--- src/rtl/lsce_pkg.sv ---
// Shared types, codes and helpers for the LED strip color effect block.
// No dependencies; every rtl file imports it.
package lsce_pkg;

  localparam int unsigned IDX_W   = 10;
  localparam int unsigned LEN_W   = 11;
  localparam int unsigned PHASE_W = 12;
  localparam int unsigned COLOR_W = 8;
  localparam int unsigned MODE_W  = 3;
  localparam int unsigned CFG_IDX_W  = 3;
  localparam int unsigned CFG_DATA_W = 11;

  localparam int unsigned DEF_MAX_LEDS = 1024;
  localparam logic [LEN_W-1:0] LEN_RESET = LEN_W'(64);
  localparam logic [PHASE_W-1:0] FADE_LIMIT = PHASE_W'(255);

  // animation modes
  localparam logic [MODE_W-1:0] MODE_OFF   = 3'd0;
  localparam logic [MODE_W-1:0] MODE_SOLID = 3'd1;
  localparam logic [MODE_W-1:0] MODE_FADE  = 3'd2;
  localparam logic [MODE_W-1:0] MODE_WIPE  = 3'd3;
  localparam logic [MODE_W-1:0] MODE_MID   = 3'd4;

  // register indexes
  localparam logic [CFG_IDX_W-1:0] REG_MODE   = 3'd0;
  localparam logic [CFG_IDX_W-1:0] REG_LENGTH = 3'd1;
  localparam logic [CFG_IDX_W-1:0] REG_RED    = 3'd2;
  localparam logic [CFG_IDX_W-1:0] REG_GREEN  = 3'd3;
  localparam logic [CFG_IDX_W-1:0] REG_BLUE   = 3'd4;

  // commands
  localparam logic CMD_QUERY = 1'b0;
  localparam logic CMD_TICK  = 1'b1;

  typedef struct packed {
    logic             command;
    logic [IDX_W-1:0] led_index;
  } item_t;

  typedef struct packed {
    logic [IDX_W-1:0]   pixel_index;
    logic [COLOR_W-1:0] pixel_red;
    logic [COLOR_W-1:0] pixel_green;
    logic [COLOR_W-1:0] pixel_blue;
  } pixel_t;

  // settings seen by the datapath; len is already clamped to 1..max
  typedef struct packed {
    logic [MODE_W-1:0]  mode;
    logic [LEN_W-1:0]   len;
    logic [COLOR_W-1:0] red;
    logic [COLOR_W-1:0] green;
    logic [COLOR_W-1:0] blue;
  } cfg_t;

  // floor(c * p / 255) for p <= 255: reciprocal by shift and add
  function automatic logic [COLOR_W-1:0] fade_scale(input logic [COLOR_W-1:0] c,
                                                    input logic [COLOR_W-1:0] p);
    logic [15:0] prod;
    logic [16:0] sum;
    prod = c * p;
    sum  = {1'b0, prod} + 17'(prod >> 8) + 17'd1;
    return sum[15:8];
  endfunction

endpackage

--- src/rtl/lsce_cfg.sv ---
// Configuration registers of the LED strip color effect block.
// Depends on lsce_pkg; clamps the strip length to 1..MAX_LEDS, at most 2047.
module lsce_cfg import lsce_pkg::*; #(
  parameter int unsigned MAX_LEDS = DEF_MAX_LEDS
) (
  input  logic                  clk,
  input  logic                  rst,
  input  logic                  cfg_write,
  input  logic [CFG_IDX_W-1:0]  cfg_index,
  input  logic [CFG_DATA_W-1:0] cfg_data,
  output cfg_t                  cfg
);

  localparam int unsigned LEN_MAX = (1 << LEN_W) - 1;
  localparam int unsigned LEN_CAP = (MAX_LEDS < LEN_MAX) ? MAX_LEDS : LEN_MAX;

  logic [MODE_W-1:0]  mode;
  logic [LEN_W-1:0]   strip_length;
  logic [COLOR_W-1:0] color_red;
  logic [COLOR_W-1:0] color_green;
  logic [COLOR_W-1:0] color_blue;
  logic [LEN_W-1:0]   len_clamped;

  always_ff @(posedge clk) begin
    if (rst) begin
      mode         <= MODE_OFF;
      strip_length <= LEN_RESET;
      color_red    <= '0;
      color_green  <= '0;
      color_blue   <= '0;
    end else if (cfg_write) begin
      case (cfg_index)
        REG_MODE:   mode         <= cfg_data[MODE_W-1:0];
        REG_LENGTH: strip_length <= cfg_data[LEN_W-1:0];
        REG_RED:    color_red    <= cfg_data[COLOR_W-1:0];
        REG_GREEN:  color_green  <= cfg_data[COLOR_W-1:0];
        REG_BLUE:   color_blue   <= cfg_data[COLOR_W-1:0];
        default: ;
      endcase
    end
  end

  always_comb begin
    len_clamped = strip_length;
    if (strip_length == '0) len_clamped = LEN_W'(1);
    if (strip_length > LEN_W'(LEN_CAP)) len_clamped = LEN_W'(LEN_CAP);
  end

  assign cfg = '{mode: mode, len: len_clamped, red: color_red,
                 green: color_green, blue: color_blue};

endmodule

--- src/rtl/lsce_phase.sv ---
// Ping-pong phase counter with mode limit and clamped display phase.
// Depends on lsce_pkg.
module lsce_phase import lsce_pkg::*; (
  input  logic               clk,
  input  logic               rst,
  input  cfg_t               cfg,
  input  logic               tick,
  output logic [PHASE_W-1:0] phase,
  output logic [PHASE_W-1:0] disp_phase
);

  logic               going_down;
  logic               going_down_next;
  logic [PHASE_W-1:0] phase_next;
  logic [PHASE_W-1:0] limit;
  logic               dir;

  always_comb begin
    case (cfg.mode)
      MODE_FADE: limit = FADE_LIMIT;
      MODE_WIPE: limit = {cfg.len, 1'b0};
      MODE_MID:  limit = PHASE_W'(cfg.len);
      default:   limit = '0;
    endcase
    disp_phase = (phase < limit) ? phase : limit;
  end

  always_comb begin
    dir = going_down;
    if (disp_phase >= limit) dir = 1'b1;
    if (disp_phase == '0) dir = 1'b0;
    phase_next = dir ? disp_phase - PHASE_W'(1) : disp_phase + PHASE_W'(1);
    going_down_next = (phase_next == limit || phase_next == '0) ? !dir : dir;
  end

  always_ff @(posedge clk) begin
    if (rst) begin
      phase      <= '0;
      going_down <= 1'b0;
    end else if (tick && limit != '0) begin
      phase      <= phase_next;
      going_down <= going_down_next;
    end
  end

endmodule

--- src/rtl/lsce_pixel.sv ---
// Color of one LED at the displayed phase: lit test per mode, fade scaling.
// Depends on lsce_pkg.
module lsce_pixel import lsce_pkg::*; (
  input  cfg_t               cfg,
  input  logic [PHASE_W-1:0] disp_phase,
  input  logic [IDX_W-1:0]   led_index,
  output pixel_t             pixel
);

  localparam int unsigned W = PHASE_W + 1;

  logic [W-1:0] i;
  logic [W-1:0] n;
  logic [W-1:0] p;
  logic [W-1:0] m;
  logic [W-1:0] s;
  logic         lit;
  logic [COLOR_W-1:0] r;
  logic [COLOR_W-1:0] g;
  logic [COLOR_W-1:0] b;

  always_comb begin
    i = W'(led_index);
    n = W'(cfg.len);
    p = W'(disp_phase);
    m = n >> 1;
    s = p - m;
    lit = 1'b0;
    if (i < n) begin
      case (cfg.mode)
        MODE_SOLID, MODE_FADE: lit = 1'b1;
        MODE_WIPE: lit = (p > n) ? (i >= p - n) : (i < p);
        // past the midpoint the lit run shrinks to [s, n - s)
        MODE_MID:  lit = (p > m) ? (i >= s && i < n - s) : (i < p || i >= n - p);
        default:   lit = 1'b0;
      endcase
    end
  end

  always_comb begin
    r = '0;
    g = '0;
    b = '0;
    if (lit) begin
      if (cfg.mode == MODE_FADE) begin
        r = fade_scale(cfg.red,   disp_phase[COLOR_W-1:0]);
        g = fade_scale(cfg.green, disp_phase[COLOR_W-1:0]);
        b = fade_scale(cfg.blue,  disp_phase[COLOR_W-1:0]);
      end else begin
        r = cfg.red;
        g = cfg.green;
        b = cfg.blue;
      end
    end
  end

  assign pixel = '{pixel_index: led_index, pixel_red: r, pixel_green: g, pixel_blue: b};

endmodule

--- src/rtl/led_strip_color_effect.sv ---
// LED strip color effect: solid-color animations driven by a ping-pong phase.
// A query word passes the input register and then the result register before it
// shows on pixel; a result word not yet taken holds it in the input register.
// Throughput: one word per cycle unless a query waits for the result register; ticks
// and queries may follow back to back, a query sees every tick accepted before it.
// Reset (synchronous, rst high): mode off, strip length 64, black color, phase 0
// counting up, both pipeline registers empty.
module led_strip_color_effect import lsce_pkg::*; #(
  parameter int unsigned MAX_LEDS = DEF_MAX_LEDS
) (
  input  logic                  clk,
  input  logic                  rst,
  input  logic                  cfg_write,
  input  logic [CFG_IDX_W-1:0]  cfg_index,
  input  logic [CFG_DATA_W-1:0] cfg_data,
  input  logic                  item_valid,
  output logic                  item_ready,
  input  item_t                 item,
  output logic                  pixel_valid,
  input  logic                  pixel_ready,
  output pixel_t                pixel
);

  cfg_t               cfg;
  logic               s1_valid;
  item_t              s1_word;
  logic               s1_tick;
  logic               s1_query;
  logic               s1_advance;
  logic [PHASE_W-1:0] phase;
  logic [PHASE_W-1:0] disp_phase;
  pixel_t             pixel_next;

  lsce_cfg #(.MAX_LEDS(MAX_LEDS)) u_cfg (
    .clk(clk), .rst(rst), .cfg_write(cfg_write), .cfg_index(cfg_index),
    .cfg_data(cfg_data), .cfg(cfg)
  );

  assign s1_tick  = s1_valid && s1_word.command == CMD_TICK;
  assign s1_query = s1_valid && s1_word.command == CMD_QUERY;
  // a tick never waits; a query waits only for a free result register
  assign s1_advance = !s1_query || !pixel_valid || pixel_ready;
  assign item_ready = s1_advance;

  lsce_phase u_phase (
    .clk(clk), .rst(rst), .cfg(cfg), .tick(s1_tick),
    .phase(phase), .disp_phase(disp_phase)
  );

  lsce_pixel u_pixel (
    .cfg(cfg), .disp_phase(disp_phase), .led_index(s1_word.led_index),
    .pixel(pixel_next)
  );

  always_ff @(posedge clk) begin
    if (rst) begin
      s1_valid <= 1'b0;
    end else if (s1_advance) begin
      s1_valid <= item_valid;
    end
  end

  always_ff @(posedge clk) begin
    if (s1_advance && item_valid) begin
      s1_word <= item;
    end
  end

  // hold a waiting pixel word until it is taken, even while ticks pass by
  always_ff @(posedge clk) begin
    if (rst) begin
      pixel_valid <= 1'b0;
    end else if (s1_query && s1_advance) begin
      pixel_valid <= 1'b1;
    end else if (pixel_ready) begin
      pixel_valid <= 1'b0;
    end
  end

  always_ff @(posedge clk) begin
    if (s1_query && s1_advance) begin
      pixel <= pixel_next;
    end
  end

  a_tick_no_stall: assert property (@(posedge clk) disable iff (rst)
    s1_tick |-> s1_advance) else $error("tick held in input register");

  a_phase_hold: assert property (@(posedge clk) disable iff (rst)
    !s1_tick |=> $stable(phase)) else $error("phase moved without a tick");

  a_result_from_query: assert property (@(posedge clk) disable iff (rst)
    $rose(pixel_valid) |-> $past(s1_query)) else $error("result without a query");

  a_off_black: assert property (@(posedge clk) disable iff (rst)
    s1_query && s1_advance && cfg.mode == MODE_OFF |=>
      pixel.pixel_red == '0 && pixel.pixel_green == '0 && pixel.pixel_blue == '0)
    else $error("lit pixel in off mode");

endmodule

--- config.mk ---
export PLATFORM = sky130hd
export DESIGN_NAME = led_strip_color_effect
export DESIGN_NICKNAME = d
export VERILOG_FILES = /design/src/rtl/lsce_pkg.sv /design/src/rtl/lsce_cfg.sv /design/src/rtl/lsce_phase.sv /design/src/rtl/lsce_pixel.sv /design/src/rtl/led_strip_color_effect.sv
export SDC_FILE = /design/constraint.sdc
export NUM_CORES = 1
export LEC_CHECK = 0
export BUFFER_PORTS_ARGS = -buffer_cell sky130_fd_sc_hd__buf_2
export CAP_MARGIN = 20
export CORE_ASPECT_RATIO = 1.1
export CORE_MARGIN = 5
export CORE_UTILIZATION = 62
export CTS_BUF_LIST = sky130_fd_sc_hd__clkbuf_16
export CTS_CLUSTER_DIAMETER = 40
export DETAILED_ROUTE_END_ITERATION = 10
export PLACE_DENSITY = 0.87
export SLEW_MARGIN = 5
export SYNTH_ARGS = -nofsm -noshare
export SYNTH_HDL_FRONTEND = slang
export SYNTH_SLANG_ARGS = --single-unit
--- constraint.sdc ---
create_clock -name clk -period 10.42 [get_ports clk]
set_clock_uncertainty 0.05 [all_clocks]
set_input_delay 2.605 -clock clk [delete_from_list [all_inputs] [get_ports clk]]
set_output_delay 2.605 -clock clk [all_outputs]
set_load 0.1 [all_outputs]
# Word-level counts from Yosys, hierarchy flattened
# Index checks and enable logic that the tools add are counted.
classes:
  n_bitwise: 1
  n_addsub: 12
  multipliers: 3
  order_cmp: 11
  mux: 17
  n_eq_ne: 9
  n_reduce_logical: 25
op_table:
  columns: ["cell", "n"]
  rows:
  - ["16-bit by 1-bit adder with 16-bit output, second input constant", 3]
  - ["16-bit by 8-bit adder with 16-bit output", 3]
  - ["8-bit by 8-bit multiplier with 16-bit output", 3]
  - ["10-bit by 13-bit >= comparator with 1-bit output", 3]
  - ["12-bit one-hot mux with 3 select lines", 1]
  - ["12-bit zero test", 2]
  - ["12-bit two-way mux", 2]
  - ["8-bit two-way mux", 3]
  - ["11-bit two-way mux", 2]
  - ["10-bit by 13-bit < comparator with 1-bit output", 1]
  - ["11-bit by 12-bit subtractor with 13-bit output", 1]
  - ["11-bit by 13-bit subtractor with 13-bit output", 1]
  - ["12-bit by 10-bit subtractor with 13-bit output", 1]
  - ["12-bit by 11-bit subtractor with 13-bit output", 1]
  - ["12-bit by 1-bit adder with 12-bit output, second input constant", 1]
  - ["12-bit equality test", 1]
  - ["3-bit by 2-bit equality test with 1-bit output, second input constant", 4]
  - ["12-bit >= comparator", 1]
  - ["12-bit by 10-bit greater-than comparator with 1-bit output", 1]
  - ["12-bit by 11-bit greater-than comparator with 1-bit output", 1]
  - ["10-bit by 12-bit < comparator with 1-bit output", 1]
  - ["12-bit < comparator", 1]
  - ["12-bit nonzero test", 1]
  - ["12-bit by 1-bit subtractor with 12-bit output, second input constant", 1]
  - ["other kinds (15)", 38]
word_totals:
  elab_cells: 93
  register_bits: 98
  out_inout_bits: 36
  inputBits: 30

# Logic depth before layout (Yosys ltp)
# Gate-level depths: netlist of the first run.
logic_depth:
  word_depth: 13
  depth_mapped: 41
  ltp_nobuf: 39

# Modules after synthesis
# From an unflattened synthesis of the first run, not the netlist that was laid out.
hier_totals:
  hier_cells: 1958
  hier_area_um2: 16729.8
modules_own_cells:
  columns: ["mod", "seq_area_each_um2", "area_per_inst_um2", "instances", "cells_each"]
  rows:
  - ["lsce_pixel", 0.0, 11327.1, 1, 1421]
  - ["lsce_phase", 260.2, 2429.8, 1, 315]
  - ["lsce_cfg", 760.7, 1501.4, 1, 166]
  - ["led_strip_color_effect", 1391.3, 1471.4, 1, 56]

# Worst setup path after synthesis of the first run
# OpenSTA, ideal clock, no wires.
synth_path:
  kind: "reg-to-reg"
  startpoint: "reg u_cfg.strip_length[4]"
  endpoint: "reg pixel[5] (netlist name) (data pin)"
  n_path_buf: 2
  required_time_ns: 10.096
  slack_ns: 0.864
  stages_incl_launch_ff: 38
  t_arrival_ns: 9.232
  setup_ns: 0.274
  synth_period_minus_slack_ns: 9.556
  path_cell_list: "dfxtp_1 -> nor4_4 -> nand3_1 -> o21ai_0 -> a31oi_1 -> o21ai_1 -> inv_1 -> ha_1 -> and4_1 -> a31oi_1 -> o211ai_1 -> a21oi_2 -> clkbuf_1 -> mux2i_1 -> clkbuf_1 -> and2_1 -> fa_1 -> fa_1 -> (+2 left out) -> fa_1 -> inv_1 -> ha_1 -> or2_2 -> o31a_1 -> a311oi_1 -> a211o_1 -> xor2_1 -> inv_1 -> ha_1 -> nand2_1 -> or2_2 -> mux2_2 -> a2111oi_2 -> nor2_1 -> nor2_1 -> xnor2_1 -> a211oi_1"
synth_between:
  elab_chain_cells: 13
  elab_cells_between_ends: 29
  cone_classes: "add/sub (6); mul (1); order compare (10); mux (9); reduce/logical (3)"
synth_rtl:
  columns: ["element", "line", "rtl"]
  rows:
  - ["start: declaration", "lsce_cfg.sv:18", "logic [LEN_W-1:0] strip_length;"]
  - ["start signal: assignment", "lsce_cfg.sv:34", "REG_LENGTH: strip_length <= cfg_data[LEN_W-1:0];"]
  - ["branches (longest 2 deep; another with 11-bit greater-than comparator)", null, null]
  - ["11-bit two-way mux (*)", "lsce_cfg.sv:46", "if (strip_length > LEN_W'(LEN_CAP)) len_clamped = LEN_W'(LEN_CAP);"]
  - ["branches (longest 10 deep; another with 8-bit by 8-bit multiplier with 16-bit output)", null, null]
  - ["end signal: assignment", "led_strip_color_effect.sv:82", "pixel <= pixel_next;"]
  - ["end: declaration", "led_strip_color_effect.sv:21", "output pixel_t pixel"]
# Mark *: on every way between the ends.
# A chain may end at the register's enable or synchronous reset.

# Final worst setup path of the first run
layout_path:
  startpoint: "reg u_cfg.strip_length[10]"
  endpoint: "reg pixel[14] (netlist name) (data pin)"
# Same word-level chain as after synthesis.

==> run_results.csv, run 1 <==
group,metric,value,unit
run_status,status,"finished, final reports clean",
placed_design,dp_slack,0.445,ns
route,vias,13900,
yosys,ys_types,84,
global_route,grt_overflow,0,
layout,drive_above_1_share,0.0797,
layout,final_area,17000,um^2
clock_tree,path_clk_slew,0.09,ns
route,drt_iter0_drc,1195,
yosys,ys.warnings.count,0,
route,dr.pass1.iters,5,
job,maxCapViolCount,0,
yosys,ys_ff_latch,98,
clock_tree,cts.path.max_buffers,2,
clock_tree,insertion_delay,0.38,ns
yosys,syn_avg_cell_area,8.41,um^2
floorplan,die-area,28900,um^2
layout,nets,2316,
floorplan,core,25300,um^2
floorplan,die_h,178,um
pwr,p_per_area,81.8,nW/um^2
clock_tree,cts_inserted_buffers,9,
sta,worst_pin_slew,1.11,ns
critical_path,worst_path_max_delay_cell,"a2111oi_1",
route,post_drt_wl_per_cell,18.4,um
sta,setup_viol,0,
pwr,pwr-share-clk,0.275,
sta,rsz0062_at_grt,"false",
yosys,synth-edff-count,45,
global_route,grt_pass1_wl,68400,um
pwr,p_int,823,uW
floorplan,io_pins,66,
pwr,seq_power_share,0.310,
yosys,syn-num-nets,2292,
floorplan,die_w,163,um
sta,relSlewSlack,0.259,
route,viasPerCell,6.13,
critical_path,cp-end-kind,"flop",
placed_design,io_buffers,65,
pwr,p_sw,566,uW
sta,hold_violations,0,
route,drc,0,
sta,max_freq,101,MHz
critical_path,slowest_delay,0.58,ns
yosys,synth_ff_type,"dfxtp_1",
clock_tree,cts_max_level,3,
placed_design,post-place-cells,2249,
floorplan,rows,61,
placed_design,place_area,16600,um^2
placed_design,routabilityCongestion,0.967,
pwr,leakage,0.00821,uW
critical_path,crit_required,10.49,ns
clock_tree,post_cts.repair.setup_buffers,0,
route,routed_wl,41700,um
hold_path,hp-class,"flop to flop",
floorplan,floorplan.initialDensity,0.629,
yosys,synth_cells,1891,
yosys,ys_seq_area_frac,0.152,
clock_tree,clock_sinks,98,
critical_path,crit_path_start_kind,"flop",
sta,fin_crit_sh,0.948,
layout,num_antenna_cells,0,
critical_path,critical_path_class,"flop to flop",
layout,stdcell_count,2266,
critical_path,crit_path_max_fanout,18,
clock_tree,root_buffer,"clkbuf_16",
pwr,switching_share,0.407,
layout,syn_to_final_growth,6.71,%
layout,fill_cells,1950,
global_route,track_usage,0.291,
pwr,power_frac_comb,0.415,
critical_path,arrival,9.95,ns
global_route,grt_pass1_vias,14000,
clock_tree,cts_tree,"yes",
global_route,grt_max_degree,55,
global_route,antenna_found_initial,0,
yosys,async_reset_ff_frac,0,
placed_design,hpwlAfterDp,32200,um
critical_path,cpMostUsedCell,"inv_1",
sta,setup_slack,0.540,ns
yosys,syn_area,15900,um^2
route,ant_nets,0,
pwr,vdd_drop_max,0.0718,mV
sta,finalCriticalPeriod,9.88,ns
sta,drv_slew,0,
pwr,fin_total_pwr,1390,uW
sta,setup_tns,0,ns
cells in the mapped netlist (7+ instances only):
library cell  number  area share
nor4_1             9      0.0035
mux2i_1           18       0.011
o21ai_0           62       0.020
ha_1             258        0.20
xnor2_1           72       0.040
and2_1           146       0.057
fa_1             113        0.14
and3_1            10      0.0039
nand4_1           12      0.0047
nand3b_1           7      0.0033
nand2b_1          17      0.0067
xor2_1            43       0.024
o211ai_1          13      0.0061
a31oi_1           13      0.0051
clkbuf_1          50       0.012
a21oi_1          128       0.040
nor3_1            27      0.0085
dfxtp_1           53       0.067
buf_1             24      0.0057
a21o_1            47       0.022
nor2b_1           49       0.019
o21a_1            11      0.0052
nor2_1           111       0.026
edfxtp_1          45       0.085
inv_1            218       0.051
a211o_1            7      0.0039
a211oi_1          25       0.012
nand3_1           23      0.0072
nand2_1          168       0.040
or2_2              8      0.0031
through the flow:
stage | hold WS, ns | utilization
finish | 0.476 | 0.672
detailed placement | 0.465 | 0.657
global route | 0.497 | 0.672
global placement | 0.463 | 0.657
floorplan | 0.413 | -
CTS | 0.476 | 0.670
state kept, by name, summed over array words and instances (netlist names):
register and flops:
pixel 34, u_cfg.mode 3, u_cfg.color_green 8, u_cfg.color_red 8, s1_word 11, u_phase.phase 12
u_phase.going_down 1, u_cfg.color_blue 8, s1_valid 1, pixel_valid 1, u_cfg.strip_length 11
power groups by stage:
stage	Combinational [uW]	Clock (uW)	Sequential (uW)
2_1_floorplan	393	0	459
3_3_place_gp	534	0	439
3_5_place_dp	555	0	439
4_1_cts	563	379	430
5_1_grt	628	394	432
6_report	576	382	431
area by class of cell:
cell class | count | area, um^2 | share of cell area
clock buffers | 10 | 250 | 0.0148
clock inverters | 6 | 62.6 | 0.00369
inverters | 219 | 827 | 0.0487
multi-input cells | 1494 | 12400 | 0.732
flip-flops and latches | 98 | 2410 | 0.142
well taps | 346 | 433 | 0.0255
repair buffers | 93 | 561 | 0.0330
per-layer routing:
| metal | up-vias | part of all wire | global-route usage |
|---|---|---|---|
| met3 | 140 | 0.074 | 0.0409 |
| met5 | - | 0 | 0 |
| met1 | 6678 | 0.38 | 0.349 |
| met2 | 645 | 0.50 | 0.517 |
| li1 | 6429 | - | - |
| met4 | 0 | 0.041 | 0.136 |
worst paths after layout:
| check | cells after the start | startpoint | slack, ns | end |
|---|---|---|---|---|
| setup / recovery | 37 | u_cfg.strip_length[10] | 0.54 | pixel[14] |
| hold / removal | 2 | pixel_valid | 0.48 | pixel_valid |
| setup reg to reg | 37 | u_cfg.strip_length[10] | 0.54 | pixel[14] |
| hold reg to reg | 2 | pixel_valid | 0.48 | pixel_valid |
cells by family (layout without fill, tap and decap cells):
logic type	Yosys count	count (layout)	synth area share
and+or+nand+nor	612	612	0.198
adders and majority gates	375	375	0.348
AOI/OAI and AO/OA	367	367	0.150
buffers and inverters	299	328	0.0718
xor gates and xnor gates	116	116	0.0651
DFF	98	98	0.152
muxes	24	24	0.0156
worst max-delay path, delay by kind of cell, from the launching register on:
kind	cells	cell delay, ns
compound gates	12	2.80
fa+ha+maj	7	3.00
buf+inv	8	1.20
mux	1	0.52
simple gates	7	1.05
flops	1	0.56
xor+xnor	2	0.43
cell usage in the layout, fill, tap and decap left out, types with 6 or more instances in the layout:
| cell type | count |
|---|---|
| a211o_1 | 7 |
| a211oi_1 | 25 |
| a21o_1 | 47 |
| a21oi_1 | 128 |
| a31oi_1 | 13 |
| and2_1 | 146 |
| and3_1 | 10 |
| buf_2 | 65 |
| buf_4 | 26 |
| clkbuf_16 | 10 |
| dfxtp_1 | 53 |
| edfxtp_1 | 45 |
| fa_1 | 113 |
| ha_1 | 258 |
| inv_1 | 218 |
| mux2_2 | 6 |
| mux2i_1 | 14 |
| nand2_1 | 168 |
| nand2b_1 | 17 |
| nand3_1 | 23 |
| nand3b_1 | 7 |
| nand4_1 | 12 |
| nor2_1 | 110 |
| nor2b_1 | 48 |
| nor3_1 | 26 |
| nor4_1 | 9 |
| o211ai_1 | 13 |
| o21a_1 | 11 |
| o21ai_0 | 61 |
| o31ai_1 | 6 |
| or2_2 | 8 |
| xnor2_1 | 72 |
| xor2_1 | 43 |
what timing repair did:
| action | 4_1_cts | 5_1_grt |
|---|---|---|
| gates resized for setup | 0 | 6 |
| endpoints found under the hold margin | 0 | 0 |
| endpoints found under the setup margin | 0 | 15 |
| hold buffers | 0 | 0 |
No activity file was read; power rests on OpenSTA's default activity.
==> inputs of run 2 (changes only) <==
Settings changed: MAX_ROUTING_LAYER set to met4.
==> run 2 against run 1 <==
Effect of this change:
- maximum frequency fell by 0.76%
- critical path depth fell by 3
- global-route usage rose by 0.84 points
- wire length rose by 0.28%
- worst setup slack got worse by 0.076 ns
- hold slack got worse by 0.0068 ns
- total power fell by 1.9%
- highest routed layer unchanged
- sequential share of layout area barely moved
- clock power fell by 6.0%
- final area fell by 0.26%
- largest power group unchanged
- combinational power barely moved
==> run_results.csv, run 2 (synthesis gave the netlist of run 1 again) <==
group,metric,value,unit
run_status,status,"finished, final reports clean",
floorplan,die_w,163,um
layout,utilization,0.670,
sta,rsz0062_at_grt,"false",
layout,fill_cells,1951,
clock_tree,clock_sinks,98,
critical_path,slowest_delay,0.60,ns
pwr,leakage,0.00820,uW
global_route,grt_overflow,0,
sta,drv_slew,0,
route,ant_nets,0,
layout,nets,2317,
critical_path,crit_path_start_kind,"flop",
layout,layout_commonest_cell,"ha_1",
global_route,grt_pass1_vias,14200,
pwr,pwr-share-clk,0.263,
route,drc,0,
route,routed_wl,41800,um
pwr,p_per_area,80.5,nW/um^2
layout,syn_to_final_growth,6.44,%
sta,relSlewSlack,0.292,
floorplan,floorplan.initialDensity,0.629,
sta,finalCriticalPeriod,9.96,ns
critical_path,worst_path_max_delay_cell,"mux2_2",
critical_path,critical_path_class,"flop to flop",
critical_path,arrival,10.09,ns
placed_design,routabilityCongestion,0.967,
clock_tree,cts_max_level,3,
pwr,fin_total_pwr,1360,uW
sta,hold_violations,0,
layout,top_register,"pixel",
global_route,antenna_found_initial,0,
global_route,grt_max_degree,55,
pwr,switching_share,0.408,
global_route,track_usage,0.300,
layout,drive_above_1_share,0.0796,
floorplan,die_h,178,um
sta,setup_tns,0,ns
clock_tree,insertion_delay,0.36,ns
route,post_drt_wl_per_cell,18.5,um
hold_path,min_path_cells,2,
route,drt_iter0_drc,1151,
clock_tree,path_clk_slew,0.09,ns
placed_design,io_buffers,65,
clock_tree,cts_inserted_buffers,9,
sta,fin_crit_sh,0.955,
critical_path,cp-end-kind,"flop",
sta,max_freq,100,MHz
critical_path,reg2regPathDepth,34,
global_route,globalRouteMet3Util,0.0344,
sta,worst_pin_slew,1.06,ns
floorplan,die-area,28900,um^2
layout,largest_register_ffs,34,
global_route,busiest_layer,"met2",
sta,setup_viol,0,
global_route,globalRouteMet2Util,0.523,
pwr,power_frac_comb,0.421,
layout,stdcell_count,2267,
layout,reg.largest.list,"pixel x34, u_phase.phase x12",
clock_tree,cts.path.max_buffers,2,
placed_design,hpwlAfterDp,32500,um
clock_tree,cts_tree,"yes",
critical_path,crit_required,10.56,ns
placed_design,post-place-cells,2250,
clock_tree,root_buffer,"clkbuf_16",
placed_design,dp_slack,0.396,ns
layout,num_antenna_cells,0,
floorplan,core,25300,um^2
route,vias,13800,
clock_tree,cts_hold_buf,0,
pwr,p_sw,556,uW
layout,final_cell_mix,"ha_1, inv_1, nand2_1",
route,dr.pass1.iters,7,
global_route,grt_pass1_wl,68700,um
pwr,vdd_drop_max,0.0659,mV
floorplan,io_pins,66,
critical_path,crit_path_max_fanout,26,
pwr,seq_power_share,0.316,
route,viasPerCell,6.09,
global_route,grt_util_met1,0.353,
sta,setup_slack,0.465,ns
pwr,p_int,806,uW
floorplan,rows,61,
job,maxCapViolCount,0,
hold_path,hp-class,"flop to flop",
critical_path,cpMostUsedCell,"inv_1",
[run 2: changes by cell type in the layout (fill, tap and decap cells not counted)]
cell	delta
a21oi_2	-1
buf_4	+2
a21oi_4	+1
a2111oi_4	-1
mux2i_4	-1
o311ai_0	-1
a2111oi_1	+1
clkbuf_16	-1
clkinv_2	+1
buf_12	-1
mux2i_2	+1
o311ai_1	+1
[run 2: worst max-delay path: cells and delay by family (launching register included)]
| family | cells | cell delay [ns] |
|---|---|---|
| buffers and inverters | 6 | 0.75 |
| multiplexers | 2 | 0.91 |
| AND/OR/NAND/NOR | 8 | 1.71 |
| XOR/XNOR | 2 | 0.22 |
| flip-flops | 1 | 0.54 |
| AO/OA/AOI/OAI | 9 | 2.58 |
| adder cells (fa/ha/maj) | 7 | 3.01 |
[run 2: layout make-up]
type	instances	area, um^2	area share
clock buffer	9	225	0.0133
clock inverter	7	67.6	0.00399
inverter	219	827	0.0489
multi-input combinational	1494	12400	0.733
sequential	98	2410	0.143
tap	346	433	0.0256
timing repair buffer	94	556	0.0328
[run 2: per-stage QoR]
stage	instance area, um^2	hold slack [ns]
after floorplan	15900	0.413
final	16900	0.469
after CTS	16900	0.466
after global routing	16900	0.515
after global placement	16600	0.450
after detailed placement	16600	0.455
[run 2: layer usage]
metal	vias to the layer above	share of wire
met4	0	0.044
met1	6615	0.39
met3	169	0.071
met5	-	0
li1	6444	-
met2	582	0.50
[run 2: final timing paths]
path                     startpoint                     to  slack [ns]
max          u_cfg.strip_length[10]               pixel[2]        0.46
min           u_cfg.strip_length[2]  u_cfg.strip_length[2]        0.47
max reg2reg  u_cfg.strip_length[10]               pixel[2]        0.46
min reg2reg   u_cfg.strip_length[2]  u_cfg.strip_length[2]        0.47
[run 2: timing repair]
item | CTS | global route
buffers inserted | 0 | 0
setup endpoints to repair | 0 | 19
resized for setup | 0 | 5
[run 2: power by group through the flow]
stage	combinational [uW]	sequential (uW)	clock (uW)
2_1_floorplan	393	459	0
3_3_place_gp	534	438	0
3_5_place_dp	554	438	0
4_1_cts	560	430	357
5_1_grt	623	431	371
6_report	573	430	359
